<file path="src/rtl/hcfe_pkg.sv">
// ----------------------------------------------------------------------------
// hcfe_pkg
// Types, widths and helpers shared by the handle cache eviction unit.
// ----------------------------------------------------------------------------
package hcfe_pkg;

	localparam int KEY_W       = 32;
	localparam int HND_W       = 32;
	localparam int AGE_W       = 32;
	localparam int ENTRIES_DEF = 8;

	typedef enum logic [1:0] {
		KIND_GET   = 2'd0,
		KIND_PUT   = 2'd1,
		KIND_DROP  = 2'd2,
		KIND_CLEAR = 2'd3
	} kind_t;

	typedef struct packed {
		logic [KEY_W-1:0] key;
		logic [HND_W-1:0] hnd;
		logic [AGE_W-1:0] age;
	} entry_t;

	localparam int ENTRY_W = $bits(entry_t);

	typedef struct packed {
		logic key_eq;
		logic age_lt;
	} cmp_t;

	typedef struct packed {
		logic             found;
		logic [HND_W-1:0] taken_handle;
		logic             freed_valid;
		logic [HND_W-1:0] freed_handle;
		logic             last;
	} res_t;

	function automatic res_t mk_res(input logic found, input logic [HND_W-1:0] taken,
			input logic fvalid, input logic [HND_W-1:0] fhnd, input logic last);
		res_t r;
		r.found        = found;
		r.taken_handle = taken;
		r.freed_valid  = fvalid;
		r.freed_handle = fhnd;
		r.last         = last;
		return r;
	endfunction

endpackage

</file>
<file path="src/rtl/hcfe_ram.sv">
// ----------------------------------------------------------------------------
// hcfe_ram
// Generic simple dual-port RAM, one write and one registered read port.
// ----------------------------------------------------------------------------
module hcfe_ram #(
	parameter int WIDTH = hcfe_pkg::ENTRY_W,
	parameter int DEPTH = hcfe_pkg::ENTRIES_DEF
) (
	input  logic                     clk,
	input  logic                     wr_en,
	input  logic [$clog2(DEPTH)-1:0] wr_addr,
	input  logic [WIDTH-1:0]         wr_data,
	input  logic                     rd_en,
	input  logic [$clog2(DEPTH)-1:0] rd_addr,
	output logic [WIDTH-1:0]         rd_data
);

	logic [WIDTH-1:0] mem_q [DEPTH];

	always_ff @(posedge clk) begin
		if (wr_en) begin
			mem_q[wr_addr] <= wr_data;
		end
		if (rd_en) begin
			rd_data <= mem_q[rd_addr];
		end
	end

endmodule

</file>
<file path="src/rtl/hcfe_cmp.sv">
// ----------------------------------------------------------------------------
// hcfe_cmp
// Shared compare unit: key equality and unsigned age less-than.
// ----------------------------------------------------------------------------
module hcfe_cmp (
	input  logic [hcfe_pkg::KEY_W-1:0] key_a,
	input  logic [hcfe_pkg::KEY_W-1:0] key_b,
	input  logic [hcfe_pkg::AGE_W-1:0] age_a,
	input  logic [hcfe_pkg::AGE_W-1:0] age_b,
	output hcfe_pkg::cmp_t             res
);

	assign res.key_eq = (key_a == key_b);
	assign res.age_lt = (age_a < age_b);

endmodule

</file>
<file path="src/rtl/hcfe_seq.sv">
// ----------------------------------------------------------------------------
// hcfe_seq
// Sequencer: scans the entry RAM one slot per cycle and issues results.
// ----------------------------------------------------------------------------
module hcfe_seq #(
	parameter int ENTRIES = hcfe_pkg::ENTRIES_DEF
) (
	input  logic                                clk,
	input  logic                                arst_n,
	input  logic                                start,
	input  logic [1:0]                          kind,
	input  logic [hcfe_pkg::KEY_W-1:0]          key,
	input  logic [hcfe_pkg::HND_W-1:0]          handle,
	output logic                                busy,
	output logic                                result_valid,
	output hcfe_pkg::res_t                      res,
	output logic                                rd_en,
	output logic [$clog2(ENTRIES)-1:0]          rd_addr,
	input  logic [hcfe_pkg::ENTRY_W-1:0]        rd_data,
	output logic                                wr_en,
	output logic [$clog2(ENTRIES)-1:0]          wr_addr,
	output logic [hcfe_pkg::ENTRY_W-1:0]        wr_data,
	output logic [hcfe_pkg::KEY_W-1:0]          cmp_key_a,
	output logic [hcfe_pkg::KEY_W-1:0]          cmp_key_b,
	output logic [hcfe_pkg::AGE_W-1:0]          cmp_age_a,
	output logic [hcfe_pkg::AGE_W-1:0]          cmp_age_b,
	input  hcfe_pkg::cmp_t                      cmp_res
);

	localparam int IDX_W = $clog2(ENTRIES);
	localparam logic [IDX_W-1:0] LAST_IDX = IDX_W'(ENTRIES - 1);

	typedef enum logic [1:0] {
		S_IDLE,
		S_SCAN,
		S_WRITE,
		S_FLUSH
	} state_t;

	state_t                       state_q;
	hcfe_pkg::kind_t              kind_q;
	logic [hcfe_pkg::KEY_W-1:0]   key_q;
	logic [hcfe_pkg::HND_W-1:0]   hnd_q;
	logic [IDX_W-1:0]             rd_idx_q;
	logic                         iss_q;
	logic                         chk_vld_s1;
	logic [IDX_W-1:0]             chk_idx_s1;
	logic [ENTRIES-1:0]           valid_q;
	logic [hcfe_pkg::AGE_W-1:0]   best_age_q;
	logic [hcfe_pkg::HND_W-1:0]   best_hnd_q;
	logic [IDX_W-1:0]             slot_q;
	logic                         evict_q;
	logic                         pend_q;
	logic [hcfe_pkg::HND_W-1:0]   pend_hnd_q;
	logic [hcfe_pkg::AGE_W-1:0]   ctr_q;
	logic                         res_vld_q;
	hcfe_pkg::res_t               res_q;

	hcfe_pkg::entry_t             ent;
	hcfe_pkg::entry_t             new_ent;
	logic                         cur_valid;
	logic                         last_ent;
	logic                         match;

	assign ent       = hcfe_pkg::entry_t'(rd_data);
	assign cur_valid = valid_q[chk_idx_s1];
	assign last_ent  = (chk_idx_s1 == LAST_IDX);
	assign match     = cur_valid && ((kind_q == hcfe_pkg::KIND_CLEAR) || cmp_res.key_eq);

	assign cmp_key_a = ent.key;
	assign cmp_key_b = key_q;
	assign cmp_age_a = ent.age;
	assign cmp_age_b = best_age_q;

	assign rd_en   = (state_q == S_SCAN) && iss_q;
	assign rd_addr = rd_idx_q;

	always_comb begin
		new_ent.key = key_q;
		new_ent.hnd = hnd_q;
		new_ent.age = ctr_q + 1'b1;
	end

	assign wr_en   = (state_q == S_WRITE);
	assign wr_addr = slot_q;
	assign wr_data = new_ent;

	assign busy         = (state_q != S_IDLE);
	assign result_valid = res_vld_q;
	assign res          = res_q;

	always_ff @(posedge clk or negedge arst_n) begin
		if (!arst_n) begin
			state_q    <= S_IDLE;
			kind_q     <= hcfe_pkg::KIND_GET;
			key_q      <= '0;
			hnd_q      <= '0;
			rd_idx_q   <= '0;
			iss_q      <= 1'b0;
			chk_vld_s1 <= 1'b0;
			chk_idx_s1 <= '0;
			valid_q    <= '0;
			best_age_q <= '0;
			best_hnd_q <= '0;
			slot_q     <= '0;
			evict_q    <= 1'b0;
			pend_q     <= 1'b0;
			pend_hnd_q <= '0;
			ctr_q      <= '0;
			res_vld_q  <= 1'b0;
			res_q      <= '0;
		end else begin
			res_vld_q <= 1'b0;
			case (state_q)
				S_IDLE: begin
					if (start) begin
						kind_q     <= hcfe_pkg::kind_t'(kind);
						key_q      <= key;
						hnd_q      <= handle;
						rd_idx_q   <= '0;
						iss_q      <= 1'b1;
						chk_vld_s1 <= 1'b0;
						pend_q     <= 1'b0;
						state_q    <= S_SCAN;
					end
				end
				S_SCAN: begin
					// advance the read side of the scan
					chk_vld_s1 <= iss_q;
					chk_idx_s1 <= rd_idx_q;
					if (iss_q) begin
						if (rd_idx_q == LAST_IDX) begin
							iss_q <= 1'b0;
						end else begin
							rd_idx_q <= rd_idx_q + 1'b1;
						end
					end
					if (chk_vld_s1) begin
						case (kind_q)
							hcfe_pkg::KIND_GET: begin
								if (cur_valid && cmp_res.key_eq) begin
									valid_q[chk_idx_s1] <= 1'b0;
									res_vld_q  <= 1'b1;
									res_q      <= hcfe_pkg::mk_res(1'b1, ent.hnd, 1'b0, '0, 1'b1);
									iss_q      <= 1'b0;
									chk_vld_s1 <= 1'b0;
									state_q    <= S_IDLE;
								end else if (last_ent) begin
									res_vld_q  <= 1'b1;
									res_q      <= hcfe_pkg::mk_res(1'b0, '0, 1'b0, '0, 1'b1);
									iss_q      <= 1'b0;
									chk_vld_s1 <= 1'b0;
									state_q    <= S_IDLE;
								end
							end
							hcfe_pkg::KIND_PUT: begin
								if (!cur_valid) begin
									slot_q     <= chk_idx_s1;
									evict_q    <= 1'b0;
									iss_q      <= 1'b0;
									chk_vld_s1 <= 1'b0;
									state_q    <= S_WRITE;
								end else begin
									// track oldest; ties keep the lower slot
									if (chk_idx_s1 == '0 || cmp_res.age_lt) begin
										best_age_q <= ent.age;
										best_hnd_q <= ent.hnd;
										slot_q     <= chk_idx_s1;
									end
									if (last_ent) begin
										evict_q    <= 1'b1;
										chk_vld_s1 <= 1'b0;
										state_q    <= S_WRITE;
									end
								end
							end
							default: begin
								// hold one freed handle back so last can be marked
								if (match) begin
									valid_q[chk_idx_s1] <= 1'b0;
									pend_q     <= 1'b1;
									pend_hnd_q <= ent.hnd;
									if (pend_q) begin
										res_vld_q <= 1'b1;
										res_q     <= hcfe_pkg::mk_res(1'b0, '0, 1'b1,
											pend_hnd_q, 1'b0);
									end
								end
								if (last_ent) begin
									chk_vld_s1 <= 1'b0;
									state_q    <= S_FLUSH;
								end
							end
						endcase
					end
				end
				S_WRITE: begin
					ctr_q           <= ctr_q + 1'b1;
					valid_q[slot_q] <= (hnd_q != '0);
					res_vld_q       <= 1'b1;
					res_q           <= hcfe_pkg::mk_res(1'b0, '0, evict_q,
						evict_q ? best_hnd_q : '0, 1'b1);
					state_q         <= S_IDLE;
				end
				S_FLUSH: begin
					res_vld_q <= 1'b1;
					res_q     <= hcfe_pkg::mk_res(1'b0, '0, pend_q,
						pend_q ? pend_hnd_q : '0, 1'b1);
					pend_q    <= 1'b0;
					state_q   <= S_IDLE;
				end
				default: begin
					state_q <= S_IDLE;
				end
			endcase
		end
	end

endmodule

</file>
<file path="src/rtl/handle_cache_fifo_evict_unit.sv">
// ----------------------------------------------------------------------------
// handle_cache_fifo_evict_unit
// Fully associative handle pool with get, put (oldest-insert eviction),
// drop by key and clear.
//
//   channel   handshake                 payload
//   request   start / busy              kind, key, handle
//   result    result_valid (strobe)     found, taken_handle, freed_valid,
//                                       freed_handle, last
//
// A request is taken when start is high and busy is low; busy stays high
// until its final result has been issued. The entry RAM is scanned one slot
// per cycle through its single read port; get stops at the first match,
// put at the first free slot; drop and clear scan all. Each result shows for one
// cycle and cannot be stalled. Reset clears all valid bits and the age counter.
// ----------------------------------------------------------------------------
module handle_cache_fifo_evict_unit #(
	parameter int ENTRIES = hcfe_pkg::ENTRIES_DEF
) (
	input  logic                       clk,
	input  logic                       arst_n,
	input  logic                       start,
	output logic                       busy,
	input  logic [1:0]                 kind,
	input  logic [hcfe_pkg::KEY_W-1:0] key,
	input  logic [hcfe_pkg::HND_W-1:0] handle,
	output logic                       result_valid,
	output logic                       found,
	output logic [hcfe_pkg::HND_W-1:0] taken_handle,
	output logic                       freed_valid,
	output logic [hcfe_pkg::HND_W-1:0] freed_handle,
	output logic                       last
);

	localparam int IDX_W = $clog2(ENTRIES);

	hcfe_pkg::res_t               res;
	logic                         rd_en;
	logic [IDX_W-1:0]             rd_addr;
	logic [hcfe_pkg::ENTRY_W-1:0] rd_data;
	logic                         wr_en;
	logic [IDX_W-1:0]             wr_addr;
	logic [hcfe_pkg::ENTRY_W-1:0] wr_data;
	logic [hcfe_pkg::KEY_W-1:0]   cmp_key_a;
	logic [hcfe_pkg::KEY_W-1:0]   cmp_key_b;
	logic [hcfe_pkg::AGE_W-1:0]   cmp_age_a;
	logic [hcfe_pkg::AGE_W-1:0]   cmp_age_b;
	hcfe_pkg::cmp_t               cmp_res;

	hcfe_seq #(
		.ENTRIES(ENTRIES)
	) u_seq (
		.clk         (clk),
		.arst_n      (arst_n),
		.start       (start),
		.kind        (kind),
		.key         (key),
		.handle      (handle),
		.busy        (busy),
		.result_valid(result_valid),
		.res         (res),
		.rd_en       (rd_en),
		.rd_addr     (rd_addr),
		.rd_data     (rd_data),
		.wr_en       (wr_en),
		.wr_addr     (wr_addr),
		.wr_data     (wr_data),
		.cmp_key_a   (cmp_key_a),
		.cmp_key_b   (cmp_key_b),
		.cmp_age_a   (cmp_age_a),
		.cmp_age_b   (cmp_age_b),
		.cmp_res     (cmp_res)
	);

	hcfe_ram #(
		.WIDTH(hcfe_pkg::ENTRY_W),
		.DEPTH(ENTRIES)
	) u_ram (
		.clk    (clk),
		.wr_en  (wr_en),
		.wr_addr(wr_addr),
		.wr_data(wr_data),
		.rd_en  (rd_en),
		.rd_addr(rd_addr),
		.rd_data(rd_data)
	);

	hcfe_cmp u_cmp (
		.key_a(cmp_key_a),
		.key_b(cmp_key_b),
		.age_a(cmp_age_a),
		.age_b(cmp_age_b),
		.res  (cmp_res)
	);

	assign found        = res.found;
	assign taken_handle = res.taken_handle;
	assign freed_valid  = res.freed_valid;
	assign freed_handle = res.freed_handle;
	assign last         = res.last;

endmodule

</file>
<file path="config.mk">
export PLATFORM = sky130hd
export DESIGN_NAME = handle_cache_fifo_evict_unit
export DESIGN_NICKNAME = d
export VERILOG_FILES = /design/src/rtl/hcfe_pkg.sv /design/src/rtl/hcfe_ram.sv /design/src/rtl/hcfe_cmp.sv /design/src/rtl/hcfe_seq.sv /design/src/rtl/handle_cache_fifo_evict_unit.sv
export SDC_FILE = /design/constraint.sdc
export NUM_CORES = 1
export LEC_CHECK = 0
export ABC_AREA = 1
export BUFFER_PORTS_ARGS = -buffer_cell sky130_fd_sc_hd__buf_2
export CAP_MARGIN = 25
export CORE_MARGIN = 2
export CORE_UTILIZATION = 40
export CTS_CLUSTER_SIZE = 12
export DETAILED_ROUTE_END_ITERATION = 8
export SETUP_SLACK_MARGIN = 0.05
export SKIP_LAST_GASP = 1
export SLEW_MARGIN = 20
export SYNTH_ARGS = -nofsm -noshare
export SYNTH_HDL_FRONTEND = slang
export SYNTH_SLANG_ARGS = --single-unit
export TNS_END_PERCENT = 20
</file>
<file path="constraint.sdc">
create_clock -name clk -period 5.6 [get_ports clk]
set_input_delay 1.12 -clock clk [delete_from_list [all_inputs] [get_ports clk]]
set_output_delay 1.12 -clock clk [all_outputs]
set_load 0.05 [all_outputs]
</file>
* Yosys cells after proc, flatten, opt, wreduce, memory -nomap -nowiden
Memory sizes are Yosys's and may differ from the RTL's. A register that Yosys moved wholly into a read port is not among the register bits. Cells that the tools add are included.
Storage, ports and cells: register bits 285, bits in writable memories 768, logic and storage cells 152, memories kept 1
Memory list:
- u_ram.mem_q | words 8, width 96, rd ports 1, clocked after Yosys merged registers in 1, write ports 1, RTL line hcfe_ram.sv:18 | logic [WIDTH-1:0] mem_q [DEPTH];
Cells by class: add/subtract/negate cells 2, magnitude comparators 5, equal/unequal tests 23, muxes and demuxes 67, bitwise operators 3, reductions and logical operators 29
Operator list (number):
- 67-bit two-way mux | 5
- 67-bit one-hot mux with 3 select lines | 1
- 67-bit one-hot mux with 2 select lines | 1
- 32-bit two-way mux | 2
- 32-bit by 1-bit adder with 32-bit output, second input constant | 1
- 32-bit == test | 1
- 32-bit less-than comparator | 1
- 8-bit one-hot mux with 2 select lines | 2
- 32-bit nonzero test | 1
- 1-bit two-way mux | 27
- 8-bit two-way mux | 3
- 5-bit AND reduction | 4
- 4-bit AND reduction | 4
- 3-bit two-way mux | 5
- 2-bit two-way mux | 7
- 2-bit != test, second input constant | 6
- 1-bit one-hot mux with 2 select lines | 6
- 8-bit AND | 1
- 8-bit bitwise mux | 1
- 3-bit by 4-bit less-than comparator with 1-bit output, second input constant | 2
- 4-bit by 3-bit != test with 1-bit output, second input constant | 2
- 8-bit inverter | 1
- 1-bit demux with 3-bit select | 2
- 2-bit == test, second input constant | 3
- 23 further kinds | 40

* Longest topological paths before layout
Gate-level depths: netlist (run 1).
depth in word-level cells 10, mapped depth 18, mapped depth without buffers 16

* By module
From an unflattened synthesis (run 1), not the netlist that was laid out.
Unflattened totals: cells, all modules 5358, area total of the unflattened synthesis 51869.7 sq um
Modules (own cells, without submodules):
- hcfe_ram | instances 1, cells an instance 3432, area each 36501.3 sq um, sequential area each 25944.9 sq um
- hcfe_seq | instances 1, cells an instance 1728, area each 14141.1 sq um, sequential area each 7131.8 sq um
- hcfe_cmp | instances 1, cells an instance 198, area each 1227.4 sq um, sequential area each 0.0 sq um

* Least setup slack after synthesis (run 1)
OpenSTA, ideal clock, no wires.
path kind flip-flop to flip-flop, start point register u_seq.state_q[1], end point memory u_ram.mem_q[4][0] (netlist bit), enable pin, setup time 0.552 ns, arrival time 5.374 ns, data required time 5.048 ns, path slack -0.326 ns, cell stages (with the launch flop) 8, period minus slack after synthesis 5.926 ns, path through dfrtp_1 -> buf_2 -> inv_1 -> nor2_2 -> inv_1 -> clkbuf_1 -> clkbuf_1 -> nor2_1
Between the ends: word-level cells in the longest chain between the ends 3
Ends and longest elaborated chain:
- start: declaration | RTL line hcfe_seq.sv:40 | state_t state_q;
- start signal: assignment | RTL line hcfe_seq.sv:94 | state_q <= S_IDLE;
- start signal: assignment | RTL line hcfe_seq.sv:124 | state_q <= S_SCAN;
- start signal: assignment | RTL line hcfe_seq.sv:147 | state_q <= S_IDLE;
- 2-bit == test | RTL line hcfe_seq.sv:84 | assign wr_en = (state_q == S_WRITE);
- 1-bit two-way mux | RTL line hcfe_ram.sv:21 | if (wr_en) begin
- 1-bit two-way mux (not written as such) | RTL line hcfe_ram.sv:22 | mem_q[wr_addr] <= wr_data;
- end: declaration | RTL line hcfe_ram.sv:18
No other way between the ends.

* Final worst setup path (run 1)
start point register u_seq.key_q (netlist bit u_seq.cmp_key_b[23]), end point register u_seq.res_q (netlist bit u_seq.res[1])
Between the ends: word-level cells in the longest chain between the ends 6, elaborated cells between the ends (all ways) 11, classes of those cells eq/ne: 3; mux: 4; reduce/logical: 4
Ends and longest elaborated chain:
- start: declaration | RTL line hcfe_seq.sv:42 | logic [hcfe_pkg::KEY_W-1:0] key_q;
- start signal: assignment | RTL line hcfe_seq.sv:118 | key_q <= key;
- 32-bit == test (*) | RTL line hcfe_cmp.sv:13 | assign res.key_eq = (key_a == key_b);
- 1-bit logical AND | RTL line hcfe_seq.sv:141 | if (cur_valid && cmp_res.key_eq) begin
- 67-bit two-way mux | RTL line hcfe_seq.sv:141
- 67-bit one-hot mux with 2 select lines | RTL line hcfe_seq.sv:139 | case (kind_q)
- 67-bit two-way mux | RTL line hcfe_seq.sv:138 | if (chk_vld_s1) begin
- 67-bit one-hot mux with 3 select lines | RTL line hcfe_seq.sv:114 | case (state_q)
- end signal: assignment | RTL line hcfe_seq.sv:144 | res_q <= hcfe_pkg::mk_res(1'b1, ent.hnd, 1'b0, '0, 1'b1);
- end signal: assignment | RTL line hcfe_seq.sv:150 | res_q <= hcfe_pkg::mk_res(1'b0, '0, 1'b0, '0, 1'b1);
- end signal: assignment | RTL line hcfe_seq.sv:185 | res_q <= hcfe_pkg::mk_res(1'b0, '0, 1'b1,
- end: declaration | RTL line hcfe_seq.sv:57 | hcfe_pkg::res_t res_q;
Mark *: on every way between the ends. The rest lies on a longest branch, timed or not. The select of a mux whose other input is x is not followed. A chain may end at the register's enable or synchronous reset.

==> results of run 1 <==
## power breakdown
part,internal [mW],switching (mW)
sequential,10.8,1.28
combinational,1.82,4.29
clock,4.26,3.18
total,16.9,8.75
## cell families (layout without fill, tap and decap cells)
kind of cell / Yosys count / in the layout / synth area share
AOI/OAI and AO/OA: 773 / 773 / 0.0896
DFF: 1149 / 1149 / 0.710
and+or+nand+nor: 1706 / 1706 / 0.146
xor gates and xnor gates: 36 / 36 / 0.00676
buffers and inverters: 466 / 647 / 0.0391
adders and majority gates: 34 / 34 / 0.00913
## metrics by stage
| step | hold WS (ns) | std cells |
|---|---|---|
| 3_5_place_dp | 0.453 | 5650 |
| 6_report | 0.313 | 5869 |
| 3_3_place_gp | 0.453 | 5646 |
| 5_1_grt | 0.302 | 5869 |
| 2_1_floorplan | 0.442 | 4164 |
| 4_1_cts | 0.288 | 5868 |
## cells in the mapped netlist (4+ instances only)
cell	number	share of area
o22ai_1	97	0.013
buf_1	17	0.0014
nand3_1	95	0.010
nor3_1	18	0.0019
xor2_1	29	0.0054
nor4_1	45	0.0060
buf_6	5	0.0012
nand2_1	763	0.061
inv_1	226	0.018
a31oi_1	98	0.013
edfxtp_1	864	0.56
nand4_1	17	0.0023
xnor2_1	7	0.0013
nor2_1	749	0.060
dfrtp_1	285	0.15
o31ai_1	8	0.0013
ha_1	34	0.0091
buf_2	25	0.0027
o311ai_0	6	0.0011
a21oi_1	20	0.0021
inv_2	7	0.00056
clkbuf_1	184	0.015
o21ai_0	537	0.058
nor2_2	4	0.00054
## cells in the final DEF (no fill, tap or decap), drive strengths merged
master  synthesis  routed
a211oi          1       1
a21boi          1       1
a21oi          21      21
a31oi          98      98
and2            1       1
and3            1       1
buf            48     195
bufinv          0       3
clkbuf        184     195
clkinv          0      17
dfrtp         285     285
edfxtp        864     864
ha             34      34
inv           234     237
nand2         766     766
nand3          99      99
nand4          18      18
nor2          756     756
nor3           19      19
nor3b           1       1
nor4           45      45
o211ai          1       1
o21a            1       1
o21ai         539     539
o22ai          97      97
o311ai          6       6
o31ai           8       8
xnor2           7       7
xor2           29      29
## critical path: stages, from the launching register on
cell     delay (ns)
dfrtp_1        0.49
inv_1          0.09
nand2_1        0.09
nand2_1        0.08
inv_1          0.07
nand2_1        0.05
nor2_1         0.18
nand2_1        0.08
nor2_1         0.32
nand3_2        0.11
buf_4          0.28
nand3_1        0.22
nand2_1        0.12
nor2_4         0.66
buf_4          0.43
nand2_1        0.11
nand2_1        0.09
## state kept, by name, summed over array words and instances (netlist names), 2 cells and up
signal / cells
u_ram.mem_q: 768
u_ram.rd_data: 96
u_seq.best_hnd_q: 32
u_seq.chk_idx_s1: 3
u_seq.cmp_age_b: 32
u_seq.cmp_key_b: 32
u_seq.ctr_q: 32
u_seq.hnd_q: 32
u_seq.kind_q: 2
u_seq.pend_hnd_q: 32
u_seq.rd_addr: 3
u_seq.res: 67
u_seq.state_q: 2
u_seq.valid_q: 8
u_seq.wr_addr: 3
## worst max-delay path by stage
| stage | end | slack (ns) | depth (start not counted) |
|---|---|---|---|
| after floorplan | u_ram.mem_q[4][0] | -0.33 | 7 |
| after global placement | u_seq.res[41] | 2.15 | 16 |
| after detailed placement | u_seq.res[1] | 2.06 | 16 |
| after CTS | u_seq.res[1] | 2.01 | 16 |
| after global routing | u_seq.res[1] | 1.63 | 16 |
| final | u_seq.res[1] | 2.00 | 16 |
## per-layer routing
layer  global-route usage  share of wire  vias up
met3               0.0269          0.055      157
met4               0.0405          0.017        0
li1                     -              -    14500
met5                    0              0        -
met2                0.291           0.44      843
met1                0.291           0.48    15000
## final cells by class
type / instances / area, um2 / share of cell area
clock inverter: 23 / 254 / 0.00481
timing repair buffer: 195 / 1430 / 0.0271
inverter: 234 / 898 / 0.0170
clock buffer: 195 / 3400 / 0.0644
tap: 1524 / 1910 / 0.0361
sequential: 1149 / 33100 / 0.627
multi-input combinational: 2549 / 11800 / 0.224
==> run metrics, run 1 <==
Final Hold Viols=0; WL final=116000 um; I/O pin count=138; Primary FF master, synth=edfxtp_1; residual DRC count=0; largest net degree at the start of global routing=153; Worst R2R Setup Slack=2.00 ns; CP Max Fanout=38; Max Transition Viols Final=0; Post-DP HPWL=65300 um; IO buf count=137; FF-to-FF path depth=16; Avg Inst Size Synth=11.2 um2; TritonCTS clock tree=done; Slew Limit Headroom=0.339; Vias/cell=5.20; Post-DRT Antenna Nets=0; final net count=4347; worst vdd ir=0.292 mV; Period Utilization, post-route=0.643; root buf cell=clkbuf_16; Yosys cell types=41; FF+latch count, synth=1149; cts hold-fix bufs=0; arrival time worst endpoint=4.20 ns; Chip Height=345 um; later-pin clock latency in the skew report=0.71 ns; Fmax=278 MHz; Starting Density=0.402; Via Count=30500; Final WS setup=2.00 ns; Worst setup EP type=flip-flop; Total GRT Usage=0.191; RSZ-0062 raised after global routing=no; Post-Syn Area=46600 um2; Max Root-Sink Buffers=3; PD cells=485 nW/um2; clock sinks=1149; Util after Layout=0.456; initial antenna violation count=5; CORE AREA=116000 um2; Post-CTS Resized=0; Mapped Nets=4267; full die area=119000 um2; min Tclk post-route=3.60 ns; htree depth=3; number of global-route vias before repair=29100; Critical R2R Launch=u_seq.cmp_key_b[23]; grt ovf=0; 1st-iter DRT viols=2899; CTS clk-pin slew, worst paths=0.06 ns; clock skew after layout=0.0506 ns; max cap viols=0; diode count=0; worst-margin pin slew=0.991 ns; final instance area=52800 um2; share of layout cells above drive strength 1=0.0902; WS Path Type=reg -> reg; Worst Setup SP=u_seq.cmp_key_b[23]; HP Class=in -> async; FFs w/ async S/R, synth=0.248; run status=finished, final reports clean; Seq/Total Area, Yosys=0.710; Post-synth EDFFs=864; Worst EP required=6.20 ns; worst slack at placement=2.06 ns; Post-CTS Setup Bufs=0; total CTS buffers=115; P&R area growth vs syn=13.3%; Detailed Routing Iterations Pass 1=7; Die X=345 um; row cnt=125; YS warnings=0; setup tns final=0 ns; Power Total=25.6 mW; FF-to-FF End=u_seq.res[1]; Post-Syn Instances=4164; final setup violation count=0; Fill cells=10600; Leak=20.5 nW; WL/cell=19.7 um; first-pass GRT wire length=178000 um; GPL Wtd Cong=0.853; Post-Place Cell Area=49100 um2; Critical Path Start Type=flip-flop
(Power assumes the default switching activity.)
==> run 2, diff against run 1 <==
--- a/config.mk
+++ b/config.mk
@@ -5,7 +5,7 @@
 export SDC_FILE = /design/constraint.sdc
 export NUM_CORES = 1
 export LEC_CHECK = 0
-export ABC_AREA = 1
+export ABC_AREA = 0
 export BUFFER_PORTS_ARGS = -buffer_cell sky130_fd_sc_hd__buf_2
 export CAP_MARGIN = 25
 export CORE_MARGIN = 2
==> constraint.sdc (replaced) <==
create_clock -name clk -period 3.6 [get_ports clk]
set_input_delay 0.72 -clock clk [delete_from_list [all_inputs] [get_ports clk]]
set_output_delay 0.72 -clock clk [all_outputs]
set_load 0.05 [all_outputs]
==> run metrics, run 2 <==
first-pass GRT wire length=144000 um (was 178000 um); Max Transition Viols Final=0 (unchanged); FF-to-FF path depth=11 (was 16); diode count=0 (unchanged); Worst EP required=4.15 ns (was 6.20 ns); later-pin clock latency in the skew report=0.68 ns (was 0.71 ns); Period Utilization, post-route=0.909 (was 0.643); Synth top area share=0.582 (was 0.557); FFs w/ async S/R, synth=0.248 (unchanged); Seq/Total Area, Yosys=0.742 (was 0.710); FF+latch count, synth=1149 (unchanged); most common cell after layout, fill and taps aside=edfxtp_1 (unchanged); min Tclk post-route=3.27 ns (was 3.60 ns); YS warnings=0 (unchanged); FF-to-FF End=u_seq.best_hnd_q[17] (was u_seq.res[1]); WS Path Type=reg -> reg (unchanged); worst slack at placement=0.345 ns (was 2.06 ns); top-count cell post-synth=edfxtp_1 (unchanged); 1st-iter DRT viols=1711 (was 2899); Post-Syn Instances=2415 (was 4164); max reg flops=768 (unchanged); Post-CTS Setup Bufs=0 (unchanged); clock skew after layout=0.0276 ns (was 0.0506 ns); Primary FF master, synth=edfxtp_1 (unchanged); P_sw=10.1 mW (was 8.75 mW); root buf cell=clkbuf_16 (unchanged); Worst R2R Setup Slack=0.33 ns (was 2.00 ns); Comb power frac=0.198 (was 0.239); Total GRT Usage=0.166 (was 0.191); full die area=114000 um2 (was 119000 um2); Util after Layout=0.463 (was 0.456); cts hold-fix bufs=0 (unchanged); CORE AREA=111000 um2 (was 116000 um2); Pint=26.5 mW (was 16.9 mW); Vias/cell=5.26 (was 5.20); Power Total=36.6 mW (was 25.6 mW); number of global-route vias before repair=23400 (was 29100); Reg power frac=0.505 (was 0.471); PD cells=716 nW/um2 (was 485 nW/um2); ranking of synthesized cells by area=edfxtp_1 58%, dfrtp_1 16%, mux4_2 9.8% (was edfxtp_1 56%, dfrtp_1 15%, nand2_1 6.1%); Max Root-Sink Buffers=3 (unchanged); Fill cells=9215 (was 10600); final instance area=51200 um2 (was 52800 um2); TritonCTS clock tree=done (unchanged); worst-margin pin slew=0.977 ns (was 0.991 ns); Post-DP HPWL=52600 um (was 65300 um); CTS clk-pin slew, worst paths=0.06 ns (about the same); RSZ-0062 raised after global routing=no (unchanged); area of the multi-input gates=11000 um2 (was 11800 um2); I/O pin count=138 (unchanged); CP Max Fanout=32 (was 38); Post-CTS Resized=0 (unchanged); htree depth=3 (unchanged); GPL Wtd Cong=0.751 (was 0.853); Biggest register=u_ram.mem_q (unchanged); arrival time worst endpoint=3.83 ns (was 4.20 ns); row cnt=122 (was 125); residual DRC count=0 (unchanged); Post-Place Cell Area=47800 um2 (was 49100 um2); Starting Density=0.403 (was 0.402); initial antenna violation count=1 (was 5); final net count=2719 (was 4347); WL final=92900 um (was 116000 um); Final Hold Viols=0 (unchanged); Detailed Routing Iterations Pass 1=5 (was 7); Critical R2R Launch=u_ram.rd_data[25] (was u_seq.cmp_key_b[23]); Synth top cells by count=864 x edfxtp_1, 285 x dfrtp_1, 279 x nand2_1 (was 864 x edfxtp_1, 763 x nand2_1, 749 x nor2_1); Post-Syn Area=44600 um2 (was 46600 um2); Die X=338 um (was 345 um); Critical Path Start Type=flip-flop (unchanged); highest-count cells in the layout ignoring fill and taps=864 x edfxtp_1, 282 x dfrtp_1, 279 x nand2_1 (was 864 x edfxtp_1, 763 x nand2_1, 739 x nor2_1); share of layout cells above drive strength 1=0.281 (was 0.0902); switching share of total power=0.276 (was 0.342); setup tns final=0 ns (unchanged); IO buf count=137 (unchanged); Leak=18.3 nW (was 20.5 nW); WL/cell=22.1 um (was 19.7 um); Yosys cell types=52 (was 41); max cap viols=0 (unchanged); Final WS setup=0.326 ns (was 2.00 ns); worst vdd ir=0.393 mV (was 0.292 mV); Avg Inst Size Synth=18.5 um2 (was 11.2 um2); Post-DRT Antenna Nets=0 (unchanged); Clock power frac=0.297 (was 0.290); P&R area growth vs syn=14.8% (was 13.3%); run status=finished, final reports clean (unchanged); final setup violation count=0 (unchanged); Via Count=22100 (was 30500); Mapped Nets=2518 (was 4267); clock sinks=1149 (unchanged); Post-synth EDFFs=864 (unchanged); HP Class=in -> async (unchanged); Sequential cell area=33100 um2 (about the same); largest net degree at the start of global routing=83 (was 153); total CTS buffers=112 (was 115); Synth area leader=edfxtp_1 (unchanged); Worst setup EP type=flip-flop (unchanged); Chip Height=338 um (was 345 um); Slew Limit Headroom=0.348 (was 0.339); Fmax=305 MHz (was 278 MHz); grt ovf=0 (unchanged)
run 2: cell count changes after synthesis, sizes merged, moves of 64 or more:
cell / change
nor2: -720
mux2: +199
inv: -195
xnor2: +64
o21ai: -484
o22ai: -97
a31oi: -91
clkbuf: -111
nand3: -78
mux4: +194
nand2: -487
run 2: logic make-up after synthesis:
family | Yosys count | share of synthesized area
AND/OR/NAND/NOR | 415 | 0.0416
adder cells (fa/ha/maj) | 34 | 0.00954
flip-flops | 1149 | 0.742
buffers and inverters | 155 | 0.0140
multiplexers | 396 | 0.149
AO/OA/AOI/OAI | 173 | 0.0258
XOR/XNOR | 93 | 0.0183
run 2: stage by stage:
| step | hold WS (ns) | std cells |
|---|---|---|
| floorplan | 0.424 | 2415 |
| global placement | 0.458 | 3989 |
| detailed placement | 0.463 | 3989 |
| CTS | 0.0624 | 4197 |
| global route | 0.103 | 4198 |
| finish | 0.0564 | 4198 |
run 2: area by class of cell:
class	count	share of cell area
clock buffers	196	0.0641
clock inverters	12	0.00220
inverters	39	0.00291
flip-flops and latches	1149	0.646
well taps	1488	0.0364
repair buffers	203	0.0329
multi-input cells	1111	0.215
run 2: how the worst max path moves through the flow:
stage / end / slack (ns) / startpoint
2_1_floorplan: u_ram.mem_q[0][0] / -0.85 / u_seq.state_q[0]
6_report: u_seq.best_hnd_q[17] / 0.33 / u_ram.rd_data[25]
5_1_grt: u_ram.mem_q[2][27] / 0.25 / u_seq.ctr_q[10]
3_3_place_gp: u_seq.cmp_age_b[25] / 0.42 / u_ram.rd_data[25]
3_5_place_dp: u_seq.cmp_age_b[30] / 0.35 / u_ram.rd_data[25]
4_1_cts: u_seq.cmp_age_b[6] / 0.31 / u_ram.rd_data[25]
run 2: metal layers:
metal | share of wire | vias to the layer above | GRT usage
met3 | 0.038 | 123 | 0.0223
met5 | 0.00014 | - | 0
met2 | 0.48 | 495 | 0.275
li1 | - | 9755 | -
met4 | 0.017 | 2 | 0.0394
met1 | 0.46 | 11700 | 0.234
run 2: critical path, cell delays in order, from the launching register on:
cell and delay [ns]:
edfxtp_1 0.38, ha_1 0.34, a21o_1 0.18, a21o_1 0.17
a21oi_1 0.14, nor2_1 0.05, a211oi_1 0.56, o31ai_1 0.21
buf_4 0.20, a21oi_4 0.26, buf_12 0.25, mux2_2 0.37
run 2: power by group through the flow:
stage	combinational, mW	clock (mW)	sequential [mW]
global route	7.97	11.7	18.8
finish	7.25	10.9	18.5
CTS	7.30	11.1	18.6
floorplan	5.57	0	17.9
detailed placement	7.26	0	18.9
global placement	7.18	0	18.7
==> run 3, diff against run 2 <==
--- a/config.mk
+++ b/config.mk
@@ -9,7 +9,8 @@
 export BUFFER_PORTS_ARGS = -buffer_cell sky130_fd_sc_hd__buf_2
 export CAP_MARGIN = 25
 export CORE_MARGIN = 2
-export CORE_UTILIZATION = 40
+export CORE_UTILIZATION = 30
+export CTS_CLUSTER_DIAMETER = 60
 export CTS_CLUSTER_SIZE = 12
 export DETAILED_ROUTE_END_ITERATION = 8
 export SETUP_SLACK_MARGIN = 0.05
==> constraint.sdc (replaced) <==
create_clock -name clk -period 3.6 [get_ports clk]
set_input_delay 0.72 -clock clk [delete_from_list [all_inputs] [get_ports clk]]
set_output_delay 0.72 -clock clk [all_outputs]
set_load 0.005 [all_outputs]
==> run metrics, run 3 (same netlist as run 2, synthesis figures left out) <==
run status=finished, final reports clean (unchanged); Total GRT Usage=0.124 (was 0.166); Slew Limit Headroom=0.400 (was 0.348); Via Count=21900 (was 22100); diode count=0 (unchanged); switching share of total power=0.279 (was 0.276); critical path's slowest cell=xnor2_1 (was a211oi_1); area of the multi-input gates=11000 um2 (about the same); Fmax=316 MHz (was 305 MHz); final hold slack=0.0698 ns (was 0.0564 ns); first-pass GRT wire length=144000 um (about the same); Reg power frac=0.514 (was 0.505); max cap viols=0 (unchanged); HP Class=in -> async (unchanged); Chip Height=390 um (was 338 um); highest-count cells in the layout ignoring fill and taps=864 x edfxtp_1, 282 x dfrtp_1, 279 x nand2_1 (unchanged); cts hold-fix bufs=0 (unchanged); worst-margin pin slew=0.893 ns (was 0.977 ns); P_sw=10.1 mW (about the same); crit path cell chain=nand3_1 -> nor4_4 -> nand4_1 -> nor2_1 -> nand3_1 -> nor2_2 -> nand3_1 -> xnor2_1 (was ha_1 -> a21o_1 -> a21o_1 -> a21oi_1 -> nor2_1 -> a211oi_1 -> o31ai_1 -> buf_4 -> a21oi_4 -> buf_12 -> mux2_2); Final Hold Viols=0 (unchanged); Worst setup EP type=flip-flop (unchanged); Biggest register=u_ram.mem_q (unchanged); Max Root-Sink Buffers=3 (unchanged); root buf cell=clkbuf_16 (unchanged); 1st-iter DRT viols=1658 (was 1711); WS Path Type=reg -> reg (unchanged); Leak=18.2 nW (was 18.3 nW); RSZ-0062 raised after global routing=no (unchanged); IO buf count=137 (unchanged); total CTS buffers=106 (was 112); WL/cell=20.4 um (was 22.1 um); worst vdd ir=0.415 mV (was 0.393 mV); Period Utilization, post-route=0.878 (was 0.909); clock sinks=1149 (unchanged); Starting Density=0.302 (was 0.403); Max Transition Viols Final=0 (unchanged); Worst path max stage delay=0.49 ns (was 0.56 ns); Crit path top cell by count=nand3_1 (was a21o_1); Sequential cell area=33100 um2 (unchanged); later-pin clock latency in the skew report=0.71 ns (was 0.68 ns); Vias/cell=4.72 (was 5.26); critical path buffer and inverter count=0 (was 2); Die X=390 um (was 338 um); WL final=94400 um (was 92900 um); number of global-route vias before repair=23000 (was 23400); row cnt=141 (was 122); max reg flops=768 (unchanged); Post-DRT Antenna Nets=0 (unchanged); Top delay family on crit path=simple AND/OR/NAND/NOR gates (was compound AO/OA/AOI/OAI gates); most common cell after layout, fill and taps aside=edfxtp_1 (unchanged); Clock power frac=0.287 (was 0.297); Pint=26.0 mW (was 26.5 mW); Post-CTS Resized=0 (unchanged); TritonCTS clock tree=done (unchanged); initial antenna violation count=3 (was 1); Post-CTS Setup Bufs=0 (unchanged); PD cells=700 nW/um2 (was 716 nW/um2); I/O pin count=138 (unchanged); Post-Place Cell Area=48300 um2 (was 47800 um2); full die area=152000 um2 (was 114000 um2); final net count=2718 (was 2719); htree depth=3 (unchanged); largest net degree at the start of global routing=91 (was 83); Final WS setup=0.439 ns (was 0.326 ns); Worst EP required=4.02 ns (was 4.15 ns); final instance area=51500 um2 (was 51200 um2); GPL Wtd Cong=0.747 (was 0.751); CORE AREA=148000 um2 (was 111000 um2); clock skew after layout=0.0916 ns (was 0.0276 ns); CTS clk-pin slew, worst paths=0.06 ns (about the same); final setup violation count=0 (unchanged); residual DRC count=0 (unchanged); arrival time worst endpoint=3.58 ns (was 3.83 ns); setup tns final=0 ns (unchanged); grt ovf=0 (unchanged); CP Max Fanout=8 (was 32); Comb power frac=0.199 (was 0.198); worst slack at placement=0.502 ns (was 0.345 ns); share of layout cells above drive strength 1=0.276 (was 0.281); Post-DP HPWL=54000 um (was 52600 um); P&R area growth vs syn=15.5% (was 14.8%); min Tclk post-route=3.16 ns (was 3.27 ns); Fill cells=13800 (was 9215); Detailed Routing Iterations Pass 1=5 (unchanged); Critical Path Start Type=flip-flop (unchanged)
-- run 3: worst paths after layout --
kind / to / slack, ns / from / cells after the start
max: u_ram.mem_q[4][29] / 0.44 / u_seq.ctr_q[2] / 8
min: u_seq.hnd_q[9] / 0.07 / arst_n / 1
max reg2reg: u_ram.mem_q[4][29] / 0.44 / u_seq.ctr_q[2] / 8
min reg2reg: u_seq.cmp_age_b[6] / 0.44 / u_ram.rd_data[6] / 1
max in group asynchronous: u_seq.rd_addr[0] / 2.66 / arst_n / 2
min in group clk: u_seq.cmp_key_b[8] / 0.20 / key[8] / 3
-- run 3: power groups by stage --
stage	clock, mW	combinational, mW	sequential, mW
after floorplan	0	5.56	17.8
after global placement	0	7.30	18.8
after detailed placement	0	7.32	18.8
after CTS	10.7	7.37	18.6
after global routing	11.1	7.90	18.8
final	10.3	7.17	18.5
-- run 3: cell type report --
class                   count  area share
clock buffers             188      0.0579
repair buffers            208      0.0321
well taps                1930      0.0469
clock inverters             8     0.00314
inverters                  39     0.00289
multi-input cells        1111       0.214
flip-flops and latches   1149       0.643
-- run 3: through the flow --
stage	power (mW)	std cells	util
finish	36.1	4633	0.349
global route	37.9	4633	0.349
CTS	36.6	4633	0.349
detailed placement	26.2	4437	0.327
global placement	26.1	4437	0.327
floorplan	23.4	2415	-
-- run 3: metal layers --
layer / vias to the layer above / wire, um / track usage
li1: 9748 / - / -
met1: 11600 / 41700 / 0.167
met2: 375 / 47200 / 0.211
met3: 114 / 3730 / 0.0186
met4: 4 / 1700 / 0.0333
met5: - / 24 / 0
